File: config.mk
export PLATFORM = sky130hd
export DESIGN_NAME = longest_string_letter_sort
export DESIGN_NICKNAME = d
export VERILOG_FILES = /design/src/hdl/lss_pkg.sv /design/src/hdl/longest_string_letter_sort.sv /design/src/hdl/lss_ram.sv /design/src/hdl/lss_sorter.sv
export SDC_FILE = /design/constraint.sdc
export NUM_CORES = 1
export LEC_CHECK = 0
export BUFFER_PORTS_ARGS = -buffer_cell sky130_fd_sc_hd__buf_2
export CORE_MARGIN = 2
export CORE_UTILIZATION = 35
export DETAILED_ROUTE_END_ITERATION = 8
export PLACE_DENSITY = 0.54
export SYNTH_ARGS = -nofsm -noshare
export SYNTH_HDL_FRONTEND = slang
export SYNTH_SLANG_ARGS = --single-unit
File: constraint.sdc
create_clock -name clock -period 7.2 [get_ports clock]
set_clock_uncertainty 0.05 [all_clocks]
set_input_delay 0.72 -clock clock [delete_from_list [all_inputs] [get_ports clock]]
set_output_delay 0.72 -clock clock [all_outputs]
set_load 0.005 [all_outputs]
File: src/hdl/lss_pkg.sv
package lss_pkg;

   localparam int MAX_LEN_DEF   = 64;
   localparam int MAX_NAMES_DEF = 256;

   localparam logic [6:0] CH_UP_A  = 7'd65;
   localparam logic [6:0] CH_UP_Z  = 7'd90;
   localparam logic [6:0] CH_LOW_A = 7'd97;
   localparam logic [6:0] CH_LOW_Z = 7'd122;

   typedef struct packed {
      logic [6:0] letter;
      logic       end_of_name;
      logic       end_of_list;
   } req_type;

   typedef struct packed {
      logic [6:0] sorted_letter;
      logic [7:0] name_index;
      logic       last_letter;
   } rsp_type;

   // Order: A a B b ... Z z, then any other code in code order.
   function automatic logic [7:0] sort_key(input logic [6:0] c);
      logic [6:0] d;
      logic [7:0] k;
      d = 7'd0;
      if (c >= CH_LOW_A && c <= CH_LOW_Z) begin
         d = c - CH_LOW_A;
         k = {2'b00, d[4:0], 1'b1};
      end else if (c >= CH_UP_A && c <= CH_UP_Z) begin
         d = c - CH_UP_A;
         k = {2'b00, d[4:0], 1'b0};
      end else begin
         k = {1'b1, c};
      end
      return k;
   endfunction

endpackage

File: src/hdl/longest_string_letter_sort.sv
// Name characters: one transaction per cycle, back to back; busy stays low.
// End of list: busy while the sort runs, n passes for n = letters of the
// longest name (at most MAX_LEN, 64 by default); one pass of the shared compare
// unit over the stored name per emitted letter.
// Results are strobed for one cycle each; the receiver cannot stall.
// Synchronous active-high reset clears lengths, counters and the sequencer.
module longest_string_letter_sort import lss_pkg::*; #(
   parameter int MAX_LEN   = MAX_LEN_DEF,
   parameter int MAX_NAMES = MAX_NAMES_DEF
) (
   input  logic    clock,
   input  logic    reset,
   input  logic    start,
   input  req_type req_data,
   output logic    busy,
   output logic    rsp_strobe,
   output rsp_type rsp_data
);

   localparam int LEN_W = $clog2(MAX_LEN + 1);
   localparam int AW    = $clog2(MAX_LEN);

   // Two name buffers swap roles: the one being filled becomes the best
   // name by flipping the bank selects, so no copy is needed.
   logic [LEN_W-1:0] cur_len_ff, cur_len_in;
   logic [LEN_W-1:0] best_len_ff, best_len_in;
   logic [7:0]       name_cnt_ff, name_cnt_in;
   logic [7:0]       best_pos_ff, best_pos_in;
   logic             cur_sel_ff, cur_sel_in;
   logic             best_sel_ff, best_sel_in;

   logic             accept;
   logic             room;
   logic             name_end;
   logic             replace;
   logic [LEN_W-1:0] len_after;
   logic             sort_start;
   logic [LEN_W-1:0] sort_len;
   logic [7:0]       sort_pos;
   logic [AW-1:0]    rd_addr;
   logic [6:0]       rd_data0, rd_data1, rd_data;

   assign accept    = start && !busy;
   assign room      = (cur_len_ff < LEN_W'(MAX_LEN));
   assign name_end  = req_data.end_of_name || req_data.end_of_list;
   assign len_after = room ? cur_len_ff + LEN_W'(1) : cur_len_ff;
   assign replace   = name_end && (len_after > best_len_ff);

   // Hand the finished list to the sorter with the winner of this last name.
   assign sort_start = accept && req_data.end_of_list;
   assign sort_len   = replace ? len_after : best_len_ff;
   assign sort_pos   = replace ? name_cnt_ff : best_pos_ff;

   always_comb begin
      cur_len_in  = cur_len_ff;
      best_len_in = best_len_ff;
      name_cnt_in = name_cnt_ff;
      best_pos_in = best_pos_ff;
      cur_sel_in  = cur_sel_ff;
      best_sel_in = best_sel_ff;
      if (accept) begin
         cur_len_in = len_after;
         if (name_end) begin
            if (replace) begin
               best_len_in = len_after;
               best_pos_in = name_cnt_ff;
               best_sel_in = cur_sel_ff;
               cur_sel_in  = !cur_sel_ff;
            end
            cur_len_in  = '0;
            name_cnt_in = (name_cnt_ff == 8'(MAX_NAMES - 1)) ? 8'd0 : name_cnt_ff + 8'd1;
         end
         // Drop the list state once it goes to the sorter.
         if (req_data.end_of_list) begin
            best_len_in = '0;
            best_pos_in = 8'd0;
            name_cnt_in = 8'd0;
         end
      end
   end

   always_ff @(posedge clock) begin
      if (reset) begin
         cur_len_ff  <= '0;
         best_len_ff <= '0;
         name_cnt_ff <= 8'd0;
         best_pos_ff <= 8'd0;
         cur_sel_ff  <= 1'b0;
         best_sel_ff <= 1'b1;
      end else begin
         cur_len_ff  <= cur_len_in;
         best_len_ff <= best_len_in;
         name_cnt_ff <= name_cnt_in;
         best_pos_ff <= best_pos_in;
         cur_sel_ff  <= cur_sel_in;
         best_sel_ff <= best_sel_in;
      end
   end

   lss_ram #(.WIDTH(7), .DEPTH(MAX_LEN)) u_bank0 (
      .clock   (clock),
      .wr_en   (accept && room && !cur_sel_ff),
      .wr_addr (cur_len_ff[AW-1:0]),
      .wr_data (req_data.letter),
      .rd_addr (rd_addr),
      .rd_data (rd_data0)
   );

   lss_ram #(.WIDTH(7), .DEPTH(MAX_LEN)) u_bank1 (
      .clock   (clock),
      .wr_en   (accept && room && cur_sel_ff),
      .wr_addr (cur_len_ff[AW-1:0]),
      .wr_data (req_data.letter),
      .rd_addr (rd_addr),
      .rd_data (rd_data1)
   );

   // Bank selects hold while the sorter runs: no transaction is taken then.
   assign rd_data = best_sel_ff ? rd_data1 : rd_data0;

   lss_sorter #(.MAX_LEN(MAX_LEN)) u_sorter (
      .clock      (clock),
      .reset      (reset),
      .start      (sort_start),
      .length     (sort_len),
      .position   (sort_pos),
      .rd_addr    (rd_addr),
      .rd_data    (rd_data),
      .busy       (busy),
      .rsp_strobe (rsp_strobe),
      .rsp_data   (rsp_data)
   );

   a_eol_starts_sort: assert property (@(posedge clock) disable iff (reset)
      (start && !busy && req_data.end_of_list) |=> busy)
      else $error("end of list did not start the sort");

   a_rsp_from_sort: assert property (@(posedge clock) disable iff (reset)
      rsp_strobe |-> $past(busy))
      else $error("result strobe without a running sort");

   a_last_frees: assert property (@(posedge clock) disable iff (reset)
      (rsp_strobe && rsp_data.last_letter) |-> !busy)
      else $error("sorter still busy after the final letter");

   a_mid_busy: assert property (@(posedge clock) disable iff (reset)
      (rsp_strobe && !rsp_data.last_letter) |-> busy)
      else $error("sorter stopped before the final letter");

endmodule

File: src/hdl/lss_ram.sv
module lss_ram #(
   parameter int WIDTH = 7,
   parameter int DEPTH = 64,
   localparam int AW   = $clog2(DEPTH)
) (
   input  logic             clock,
   input  logic             wr_en,
   input  logic [AW-1:0]    wr_addr,
   input  logic [WIDTH-1:0] wr_data,
   input  logic [AW-1:0]    rd_addr,
   output logic [WIDTH-1:0] rd_data
);

   logic [WIDTH-1:0] mem [DEPTH];

   always_ff @(posedge clock) begin
      if (wr_en) begin
         mem[wr_addr] <= wr_data;
      end
      rd_data <= mem[rd_addr];
   end

endmodule

File: src/hdl/lss_sorter.sv
module lss_sorter import lss_pkg::*; #(
   parameter int MAX_LEN = MAX_LEN_DEF,
   localparam int LEN_W  = $clog2(MAX_LEN + 1),
   localparam int AW     = $clog2(MAX_LEN)
) (
   input  logic             clock,
   input  logic             reset,
   input  logic             start,
   input  logic [LEN_W-1:0] length,
   input  logic [7:0]       position,
   output logic [AW-1:0]    rd_addr,
   input  logic [6:0]       rd_data,
   output logic             busy,
   output logic             rsp_strobe,
   output rsp_type          rsp_data
);

   localparam int KW = 8 + AW;

   typedef enum logic [1:0] {
      ST_IDLE = 2'b01,
      ST_SCAN = 2'b10
   } state_type;

   state_type        state_ff, state_in;
   logic [LEN_W-1:0] n_ff, n_in;
   logic [7:0]       pos_ff, pos_in;
   logic [LEN_W-1:0] pass_ff, pass_in;
   logic [LEN_W-1:0] addr_ff, addr_in;
   logic             rd_vld_ff, rd_vld_in;
   logic [AW-1:0]    rd_idx_ff, rd_idx_in;
   logic             have_prev_ff, have_prev_in;
   logic [KW-1:0]    prev_ff, prev_in;
   logic             have_best_ff, have_best_in;
   logic [KW-1:0]    best_ff, best_in;
   logic [6:0]       letter_ff, letter_in;
   logic             rsp_strobe_ff, rsp_strobe_in;
   rsp_type          rsp_ff, rsp_in;
   logic [KW-1:0]    cand;
   logic             last_pass;

   assign cand      = {sort_key(rd_data), rd_idx_ff};
   assign last_pass = (pass_ff == n_ff - LEN_W'(1));
   assign rd_addr   = addr_ff[AW-1:0];

   always_comb begin
      state_in      = state_ff;
      n_in          = n_ff;
      pos_in        = pos_ff;
      pass_in       = pass_ff;
      addr_in       = addr_ff;
      rd_vld_in     = 1'b0;
      rd_idx_in     = rd_idx_ff;
      have_prev_in  = have_prev_ff;
      prev_in       = prev_ff;
      have_best_in  = have_best_ff;
      best_in       = best_ff;
      letter_in     = letter_ff;
      rsp_strobe_in = 1'b0;
      rsp_in        = rsp_ff;
      case (state_ff)
         ST_IDLE: begin
            if (start) begin
               state_in     = ST_SCAN;
               n_in         = length;
               pos_in       = position;
               pass_in      = '0;
               addr_in      = '0;
               have_prev_in = 1'b0;
               have_best_in = 1'b0;
            end
         end
         ST_SCAN: begin
            // issue reads for the pass
            if (addr_ff < n_ff) begin
               rd_vld_in = 1'b1;
               rd_idx_in = addr_ff[AW-1:0];
               addr_in   = addr_ff + LEN_W'(1);
            end
            // keep the smallest entry above the previous pick
            if (rd_vld_ff) begin
               if ((!have_prev_ff || cand > prev_ff) && (!have_best_ff || cand < best_ff)) begin
                  best_in      = cand;
                  letter_in    = rd_data;
                  have_best_in = 1'b1;
               end
            end
            if (addr_ff == n_ff && !rd_vld_ff) begin
               rsp_strobe_in        = 1'b1;
               rsp_in.sorted_letter = letter_ff;
               rsp_in.name_index    = pos_ff;
               rsp_in.last_letter   = last_pass;
               prev_in              = best_ff;
               have_prev_in         = 1'b1;
               have_best_in         = 1'b0;
               addr_in              = '0;
               pass_in              = pass_ff + LEN_W'(1);
               if (last_pass) begin
                  state_in = ST_IDLE;
               end
            end
         end
         default: begin
            state_in = ST_IDLE;
         end
      endcase
   end

   always_ff @(posedge clock) begin
      if (reset) begin
         state_ff      <= ST_IDLE;
         rd_vld_ff     <= 1'b0;
         rsp_strobe_ff <= 1'b0;
         have_prev_ff  <= 1'b0;
         have_best_ff  <= 1'b0;
         addr_ff       <= '0;
         pass_ff       <= '0;
         n_ff          <= '0;
      end else begin
         state_ff      <= state_in;
         rd_vld_ff     <= rd_vld_in;
         rsp_strobe_ff <= rsp_strobe_in;
         have_prev_ff  <= have_prev_in;
         have_best_ff  <= have_best_in;
         addr_ff       <= addr_in;
         pass_ff       <= pass_in;
         n_ff          <= n_in;
      end
      pos_ff    <= pos_in;
      rd_idx_ff <= rd_idx_in;
      prev_ff   <= prev_in;
      best_ff   <= best_in;
      letter_ff <= letter_in;
      rsp_ff    <= rsp_in;
   end

   assign busy       = (state_ff != ST_IDLE);
   assign rsp_strobe = rsp_strobe_ff;
   assign rsp_data   = rsp_ff;

endmodule
==> results of run 1 <==
## logic make-up after synthesis
logic type                 after synthesis  synth area share (%)
adders and majority gates               51                 1.539
DFF                                   1034                 73.14
AOI/OAI and AO/OA                      173                 2.816
buffers and inverters                  177                 1.917
xor gates and xnor gates                23                0.4860
muxes                                  319                 15.90
and+or+nand+nor                        369                 4.202
## registers in the layout (all words and copies together) (netlist names), 2 cells and up
name,cells
u_sorter.rd_idx_ff,6
best_pos_ff,8
cur_len_ff,7
u_sorter.pass_ff,7
u_sorter.letter_ff,7
u_bank0.rd_data,7
u_bank0.mem,448
u_sorter.pos_ff,8
u_sorter.state_ff,2
u_sorter.addr_ff,7
name_cnt_ff,8
u_bank1.mem,448
best_len_ff,7
u_bank1.rd_data,7
u_sorter.rsp_data,16
u_sorter.best_ff,14
u_sorter.n_ff,7
u_sorter.prev_ff,14
## metal layers
metal  part of all wire (%)  GRT usage (%)  vias up  routed length, um
met2                     49          26.27      552              47600
met3                    5.5          2.718      117               5344
met4                    1.9          4.303        0               1847
met1                     43          21.77    10800              41750
li1                       -              -     8813                  -
met5                      0              0        -                  0
## power breakdown
| group | internal, mW | switching, mW |
|---|---|---|
| Sequential | 6.64 | 0.0443 |
| Combinational | 0.221 | 0.479 |
| Clock | 3.09 | 2.32 |
## worst max-delay path by stage
stage	slack (ns)	endpoint	from
5_1_grt	2.14	u_sorter.letter_ff[1]	best_sel_ff
2_1_floorplan	1.77	u_sorter.best_ff[0]	best_sel_ff
4_1_cts	2.49	u_sorter.best_ff[9]	best_sel_ff
6_report	2.54	u_sorter.letter_ff[1]	best_sel_ff
3_5_place_dp	2.52	u_sorter.letter_ff[1]	best_sel_ff
3_3_place_gp	2.62	u_sorter.letter_ff[3]	best_sel_ff
## cell usage in the layout (no fill, tap or decap), drive strengths merged, types with 16 or more instances in the layout
master	count
a211oi	20
a21oi	50
a22o	16
buf	55
clkbuf	128
clkinv	55
dfxtp	73
edfxtp	961
ha	51
inv	67
mux2	17
mux2i	35
mux4	267
nand2	46
nand3	28
nor2	180
nor2b	25
nor3	19
o21ai	24
## per-stage QoR
stage	instances	hold slack (ns)	setup slack [ns]
floorplan	2146	0.3503	1.774
global placement	3622	0.3510	2.623
detailed placement	3622	0.3545	2.523
CTS	3824	0.3620	2.491
global route	3824	0.3732	2.139
finish	3824	0.3676	2.542
## area by class of cell
class / count / area [um2] / share of cell area, %
Sequential cell: 1034 / 30330 / 64.95
Multi-Input combinational cell: 935 / 10350 / 22.16
Clock buffer: 128 / 2820 / 6.039
Tap cell: 1536 / 1922 / 4.115
Clock inverter: 74 / 635.6 / 1.361
Timing Repair Buffer: 55 / 407.9 / 0.8734
Inverter: 62 / 232.7 / 0.4983
==> flow_summary.toml, run 1 <==
[placement]
hpwl_um = 58600
port_buffers = 29
dpl_cell_area_um2 = 43240
gp_congestion = 0.8155

[timing]
fmax_ghz = 0.2147
drv_slew = 0
tightest_slew_ns = 1.217
finalHoldViolations = 0
relSlewSlack_pct = 18.22
rsz0062_at_grt = "false"
setup_violations = 0
min_period_over_period_pct = 64.70
fin_crit_ns = 4.658
setup_tns_ns = 0

[grt]
gr-total-overflow = 0
first_global_vias = 20844
antenna_found_initial = 0
track_usage_pct = 15.90
grt_max_degree = 103
grt_pass1_wl_um = 142500

[route]
dr.pass1.iters = 7
vias_per_cell = 5.304
drt_iter0_markers = 1860
totalWireLength_um = 96550
vias = 20282
avgRoutedWirePerCell_um = 25.25
ant_nets = 0
drc = 0

[synthesis]
netlist_area_um2 = 41450
synth_area_leader_cell = "edfxtp_1"
synth_ff_type = "edfxtp_1"
yosys_warnings = 0
synth_cell_types = 64
synth_most_common_cell = "edfxtp_1"
ys_async_sr_fraction_pct = 0
synth_nets = 2209
synth-edff-count = 961
synth-seq-cells = 1034
syn_area_per_cell_um2 = 19.32
synth_seq_area_share_pct = 73.14
ys_top_cells_by_area = "edfxtp_1 (70%), mux4_2 (14%), dfxtp_1 (3.5%), nor2_1 (1.6%), ha_1 (1.5%)"
synth_commonest_cells = "edfxtp_1 (961), mux4_2 (258), nor2_1 (180)"
synth_top_area_share_pct = 69.62
syn-instance-count = 2146

[clock_tree]
htree_levels = 3
clock_path_buffers = 3
cts_sinks = 1034
clk_latency_ns = 0.70
cts_buffers = 109
cts_resized = 0
hold_buffers = 0
tritoncts = "built"
cts_setup_buffers = 0
ctsRootBufferMaster = "clkbuf_16"
clk_pin_slew_ns = 0.06

[die]
ios = 30
coreArea_um2 = 117800
initial_core_util_pct = 35.20
die_h_um = 348.1
die_w_um = 348.1
std_cell_rows = 126
die-area_um2 = 121200

[critical_path]
rrSetupSlack_ns = 2.54
critPathTopFamily = "compound AO/OA/AOI/OAI gates"
worstPathArrival_ns = 4.96
path_cells = "mux2i_1, inv_1, ha_1, or4_1, o21ai_2, mux2i_1, ha_1, a21o_1, a21o_1, a221o_1, a211oi_2, buf_4"
worstSetupEndpointType = "register"
timing.critical_path.buf_inv = 2
crit_cells = 12
cp_data_required_time_ns = 7.50
rr_startpoint = "best_sel_ff"
critPathMaxStageDelay_ns = 0.72
timing.rr.end = "u_sorter.letter_ff[1]"
path_max_fanout = 21
rr_worst_depth = 12
critPathLaunchType = "register"
critPathKind = "reg -> reg"
crit_slowest_cell = "dfxtp_1"

[cells_and_area]
n_antenna_cell = 0
final_nets = 2260
finish.utilization_pct = 39.65
drive_gt1_share_pct = 21.90
area_growth_pct = 12.66
nFillCells = 10433
fin_area_um2 = 46700

[run]
maxCapViolations = 0

[power_and_ir_drop]
vdd_drop_max_v = 0.0001850
p_total_mw = 12.80
power_density_nw_per_um2 = 274.2
p_leak_nw = 14.33

[outcome]
status = "finished clean"

[hold_path]
whs_path_depth = 0
hold_class = "reg -> reg"
hp-start = "u_sorter.pos_ff[1]"
hold_path_end = "u_sorter.rsp_data[2]"
Note: power is estimated with default switching activity, not from simulation.
==> inputs of run 2 (changes only) <==
--- a/config.mk
+++ b/config.mk
@@ -9,7 +9,7 @@
 export CORE_MARGIN = 2
 export CORE_UTILIZATION = 35
 export DETAILED_ROUTE_END_ITERATION = 8
-export PLACE_DENSITY = 0.54
+export PLACE_DENSITY = 0.56
 export SYNTH_ARGS = -nofsm -noshare
 export SYNTH_HDL_FRONTEND = slang
 export SYNTH_SLANG_ARGS = --single-unit
==> constraint.sdc (replaced) <==
create_clock -name clock -period 4.1 [get_ports clock]
set_clock_uncertainty 0.05 [all_clocks]
set_input_delay 0.41 -clock clock [delete_from_list [all_inputs] [get_ports clock]]
set_output_delay 0.41 -clock clock [all_outputs]
set_load 0.005 [all_outputs]
==> flow_summary.toml, run 2 (synthesis results as in run 1) <==
[power_and_ir_drop]
p_total_mw = 22.52
power_frac_seq_pct = 52.1
power_density_nw_per_um2 = 476.8
vdd_drop_max_v = 0.0003798
power_frac_clock_pct = 41.9
p_sw_mw = 5.019
sw_frac_of_total_pct = 22.29
p_leak_nw = 14.60
p_comb_share_pct = 6.0
p_int_mw = 17.50

[clock_tree]
clk_pin_slew_ns = 0.06
ctsRootBufferMaster = "clkbuf_16"
cts_buffers = 104
clock_path_buffers = 3
htree_levels = 3
tritoncts = "built"
cts_sinks = 1034
hold_buffers = 0
clk_latency_ns = 0.69

[timing]
fmax_ghz = 0.2490
relSlewSlack_pct = 20.68
min_period_over_period_pct = 97.95
finalHoldViolations = 0
drv_slew = 0
setup_violations = 0
fin_crit_ns = 4.016
tightest_slew_ns = 1.181
setup_tns_ns = 0

[critical_path]
critPathLaunchType = "register"
cp_data_required_time_ns = 4.43
rr_startpoint = "best_sel_ff"
critPathKind = "reg -> reg"
worstPathArrival_ns = 4.35
rr_worst_depth = 15
worstSetupEndpointType = "register"
path_max_fanout = 8
timing.rr.end = "u_sorter.best_ff[7]"
rrSetupSlack_ns = 0.08

[placement]
port_buffers = 29
hpwl_um = 59070
dp.cells = 3664
gp_congestion = 0.8156

[grt]
grt_pass1_wl_um = 140700
track_usage_pct = 15.57
first_global_vias = 21261
antenna_found_initial = 0
grt_max_degree = 94
gr-total-overflow = 0

[cells_and_area]
final_cells = 3870
final_nets = 2306
area_growth_pct = 13.92
finish.utilization_pct = 40.10
final_common_cell = "edfxtp_1"
layout_common_cells = "edfxtp_1 (961), mux4_2 (258), nor2_1 (180)"
nFillCells = 10325
n_antenna_cell = 0
drive_gt1_share_pct = 24.16

[run]
maxCapViolations = 0

[hold_path]
hp-start = "req_data[1]"
hold_path_end = "cur_len_ff[6]"
hold_class = "in -> reg"
whs_path_depth = 4

[route]
vias_per_cell = 5.277
ant_nets = 0
vias = 20422
totalWireLength_um = 94950
drc = 0
drt_iter0_markers = 1834
dr.pass1.iters = 7
avgRoutedWirePerCell_um = 24.53

[die]
die-area_um2 = 121200
die_h_um = 348.1
ios = 30
initial_core_util_pct = 35.20
die_w_um = 348.1
coreArea_um2 = 117800
std_cell_rows = 126

[outcome]
status = "finished clean"
run 2: worst max-delay path by stage:
stage / start / to / slack, ns / cells past startpoint
final: best_sel_ff / u_sorter.best_ff[7] / 0.08 / 15
after global routing: best_sel_ff / u_sorter.best_ff[7] / -0.04 / 16
after CTS: best_sel_ff / u_sorter.best_ff[3] / 0.09 / 13
after detailed placement: best_sel_ff / u_sorter.letter_ff[6] / -0.07 / 13
after global placement: best_sel_ff / u_sorter.best_ff[9] / 0.08 / 13
after floorplan: best_sel_ff / u_sorter.best_ff[0] / 0.04 / 13
run 2: per-layer routing:
layer / global-route usage [%] / share of wire (%) / vias to the layer above / wire length (um)
li1: - / - / 8898 / -
met1: 21.34 / 44 / 10833 / 41320
met2: 25.60 / 49 / 543 / 46200
met3: 2.489 / 5.1 / 148 / 4795
met4: 4.700 / 2.8 / 0 / 2637
met5: 0 / 0 / - / 0
run 2: layout make-up:
cell class	instances	area [um2]	share of cell area, %
Timing Repair Buffer	106	904.6	1.916
Inverter	62	232.7	0.4928
Clock inverter	64	599.3	1.269
Multi-Input combinational cell	935	10420	22.07
Sequential cell	1034	30340	64.24
Tap cell	1536	1922	4.070
Clock buffer	133	2804	5.938
run 2: power groups by stage:
stage	registers [mW]	logic [mW]	clock network [mW]
detailed placement	12.0	1.29	0
finish	11.7	1.35	9.43
global placement	12.0	1.25	0
global route	11.7	1.49	10.0
CTS	11.7	1.30	9.62
floorplan	11.9	0.778	0
run 2: through the flow:
step | hold slack, ns | setup WS (ns) | area, um2
global placement | 0.3566 | 0.07617 | 43670
global route | 0.2509 | -0.04222 | 47220
detailed placement | 0.3554 | -0.06821 | 43670
CTS | 0.1951 | 0.08511 | 47070
finish | 0.2246 | 0.08418 | 47220
floorplan | 0.3503 | 0.04202 | 41500
run 2: worst max-delay path, stage by stage (launching register included):
cell and delay, ns:
dfxtp_4 0.42, mux2i_4 0.29, inv_2 0.07, ha_1 0.20
or4_4 0.52, o21ai_4 0.13, mux2_4 0.35, ha_1 0.29
a21o_1 0.17, a21oi_1 0.16, nor2b_1 0.06, o21ai_0 0.18
nand4_1 0.17, a211oi_4 0.30, buf_4 0.19, clkbuf_16 0.14
run 2: repair_timing:
action | in CTS | in global routing
pin swaps | 0 | 3
resized for setup | 2 | 9
buffers inserted | 0 | 6
gates cloned | 0 | 3
endpoints found under the setup margin | 21 | 21
==> inputs of run 3 (changes only) <==
--- a/config.mk
+++ b/config.mk
@@ -9,7 +9,6 @@
 export CORE_MARGIN = 2
 export CORE_UTILIZATION = 35
 export DETAILED_ROUTE_END_ITERATION = 8
-export PLACE_DENSITY = 0.56
 export SYNTH_ARGS = -nofsm -noshare
 export SYNTH_HDL_FRONTEND = slang
 export SYNTH_SLANG_ARGS = --single-unit
==> flow_summary.toml, run 3 (synthesis results as in run 1) <==
[die]
ios = 30
coreArea_um2 = 117800
die_h_um = 348.1
std_cell_rows = 126
die_w_um = 348.1
initial_core_util_pct = 35.20
die-area_um2 = 121200

[route]
drt_iter0_markers = 2143
vias_per_cell = 5.354
drc = 0
dr.pass1.iters = 5
ant_nets = 0
totalWireLength_um = 96490
avgRoutedWirePerCell_um = 24.80
vias = 20833

[clock_tree]
cts_buffers = 105
clk_pin_slew_ns = 0.06
hold_buffers = 0
htree_levels = 3
clk_latency_ns = 0.70
tritoncts = "built"
cts_sinks = 1034
clock_path_buffers = 3
ctsRootBufferMaster = "clkbuf_16"

[power_and_ir_drop]
power_density_nw_per_um2 = 472.6
vdd_drop_max_v = 0.0002885
p_leak_nw = 14.70

[critical_path]
cp_data_required_time_ns = 4.43
path_cells = "buf_6, mux2i_4, inv_2, ha_4, or4_4, o21ai_4, buf_12, mux2i_4, ha_4, a21o_1, a21o_1, a221o_1, a211oi_4, buf_6, clkbuf_16"
crit_cells = 15
critPathLaunchType = "register"
critPathTopFamily = "compound AO/OA/AOI/OAI gates"
path_max_fanout = 6
crit_start = "best_sel_ff"
crit_slowest_cell = "or4_4"
worstSetupEndpointType = "register"
rr_worst_depth = 15
timing.critical_path.buf_inv = 5
critPathKind = "reg -> reg"
rr_startpoint = "best_sel_ff"
worstPathArrival_ns = 4.35
critPathMaxStageDelay_ns = 0.54

[timing]
finalHoldViolations = 0
setup_violations = 0
drv_slew = 0
fmax_ghz = 0.2489
tightest_slew_ns = 1.231
relSlewSlack_pct = 17.95
min_period_over_period_pct = 98.00
setup_tns_ns = 0
fin_crit_ns = 4.018

[cells_and_area]
finish.utilization_pct = 40.27
drive_gt1_share_pct = 24.81
final_common_cell = "edfxtp_1"
area_growth_pct = 14.42
layout_common_cells = "edfxtp_1 (961), mux4_2 (258), nor2_1 (180)"
final_cells = 3891
final_nets = 2333

[hold_path]
whs_path_depth = 4
hold_class = "in -> reg"
hp-start = "req_data[0]"

[grt]
track_usage_pct = 15.87
grt_max_degree = 107
gr-total-overflow = 0
grt_pass1_wl_um = 143200
first_global_vias = 21241
antenna_found_initial = 3

[placement]
port_buffers = 29
gp_congestion = 0.8075
dp.cells = 3688
hpwl_um = 59420

[run]
maxCapViolations = 0

[outcome]
status = "finished clean"
==> run 3: worst min-delay path: cells and delay by family <==
family                 cells  cell delay [ns]
buffers and inverters      1             0.22
and+or+nand+nor            2             0.14
AOI/OAI and AO/OA          1             0.07
==> run 3: final timing paths <==
kind	slack, ns	end
min	0.17	name_cnt_ff[7]
min reg2reg	0.36	u_sorter.rsp_data[4]
max reg2reg	0.08	u_sorter.best_ff[9]
max	0.08	u_sorter.best_ff[9]
==> run 3: per-layer routing <==
layer / share of wire, % / global-route usage (%) / wire (um) / vias up
met1: 43 / 22.54 / 41690 / 11046
met2: 48 / 25.29 / 46240 / 662
met5: 0 / 0 / 0 / -
li1: - / - / - / 8972
met4: 2.3 / 4.241 / 2241 / 0
met3: 6.5 / 2.729 / 6315 / 153
==> run 3: final cells by class <==
class / instances / area [um2]
antenna: 1 / 2.502
clock buffer: 120 / 2705
clock inverter: 71 / 635.6
fill: 10328 / 70340
inverter: 62 / 232.7
multi-input combinational: 935 / 10470
sequential: 1034 / 30340
tap: 1536 / 1922
timing repair buffer: 132 / 1120
==> run 3: per-stage QoR <==
stage	hold WS [ns]	power (mW)	area, um2	setup WS (ns)
after floorplan	0.3503	12.71	41500	0.04202
after global placement	0.3574	13.20	43850	0.1692
after detailed placement	0.3571	13.26	43850	0.05369
after CTS	0.1318	22.49	47190	0.04470
after global routing	0.1790	23.13	47430	-0.02773
final	0.1745	22.41	47430	0.08215
==> run 3: repair_timing <==
action,in CTS,in global routing
setup endpoints to repair,0,21
setup buffers,0,8
gates resized for setup,0,17
==> run 3: power breakdown <==
part           switching [mW]  internal, mW  leakage [nW]  total, mW
registers              0.0660          11.7          9.24       11.7
clock network            4.02          5.25          1.62       9.27
logic                   0.914         0.494          3.84       1.41
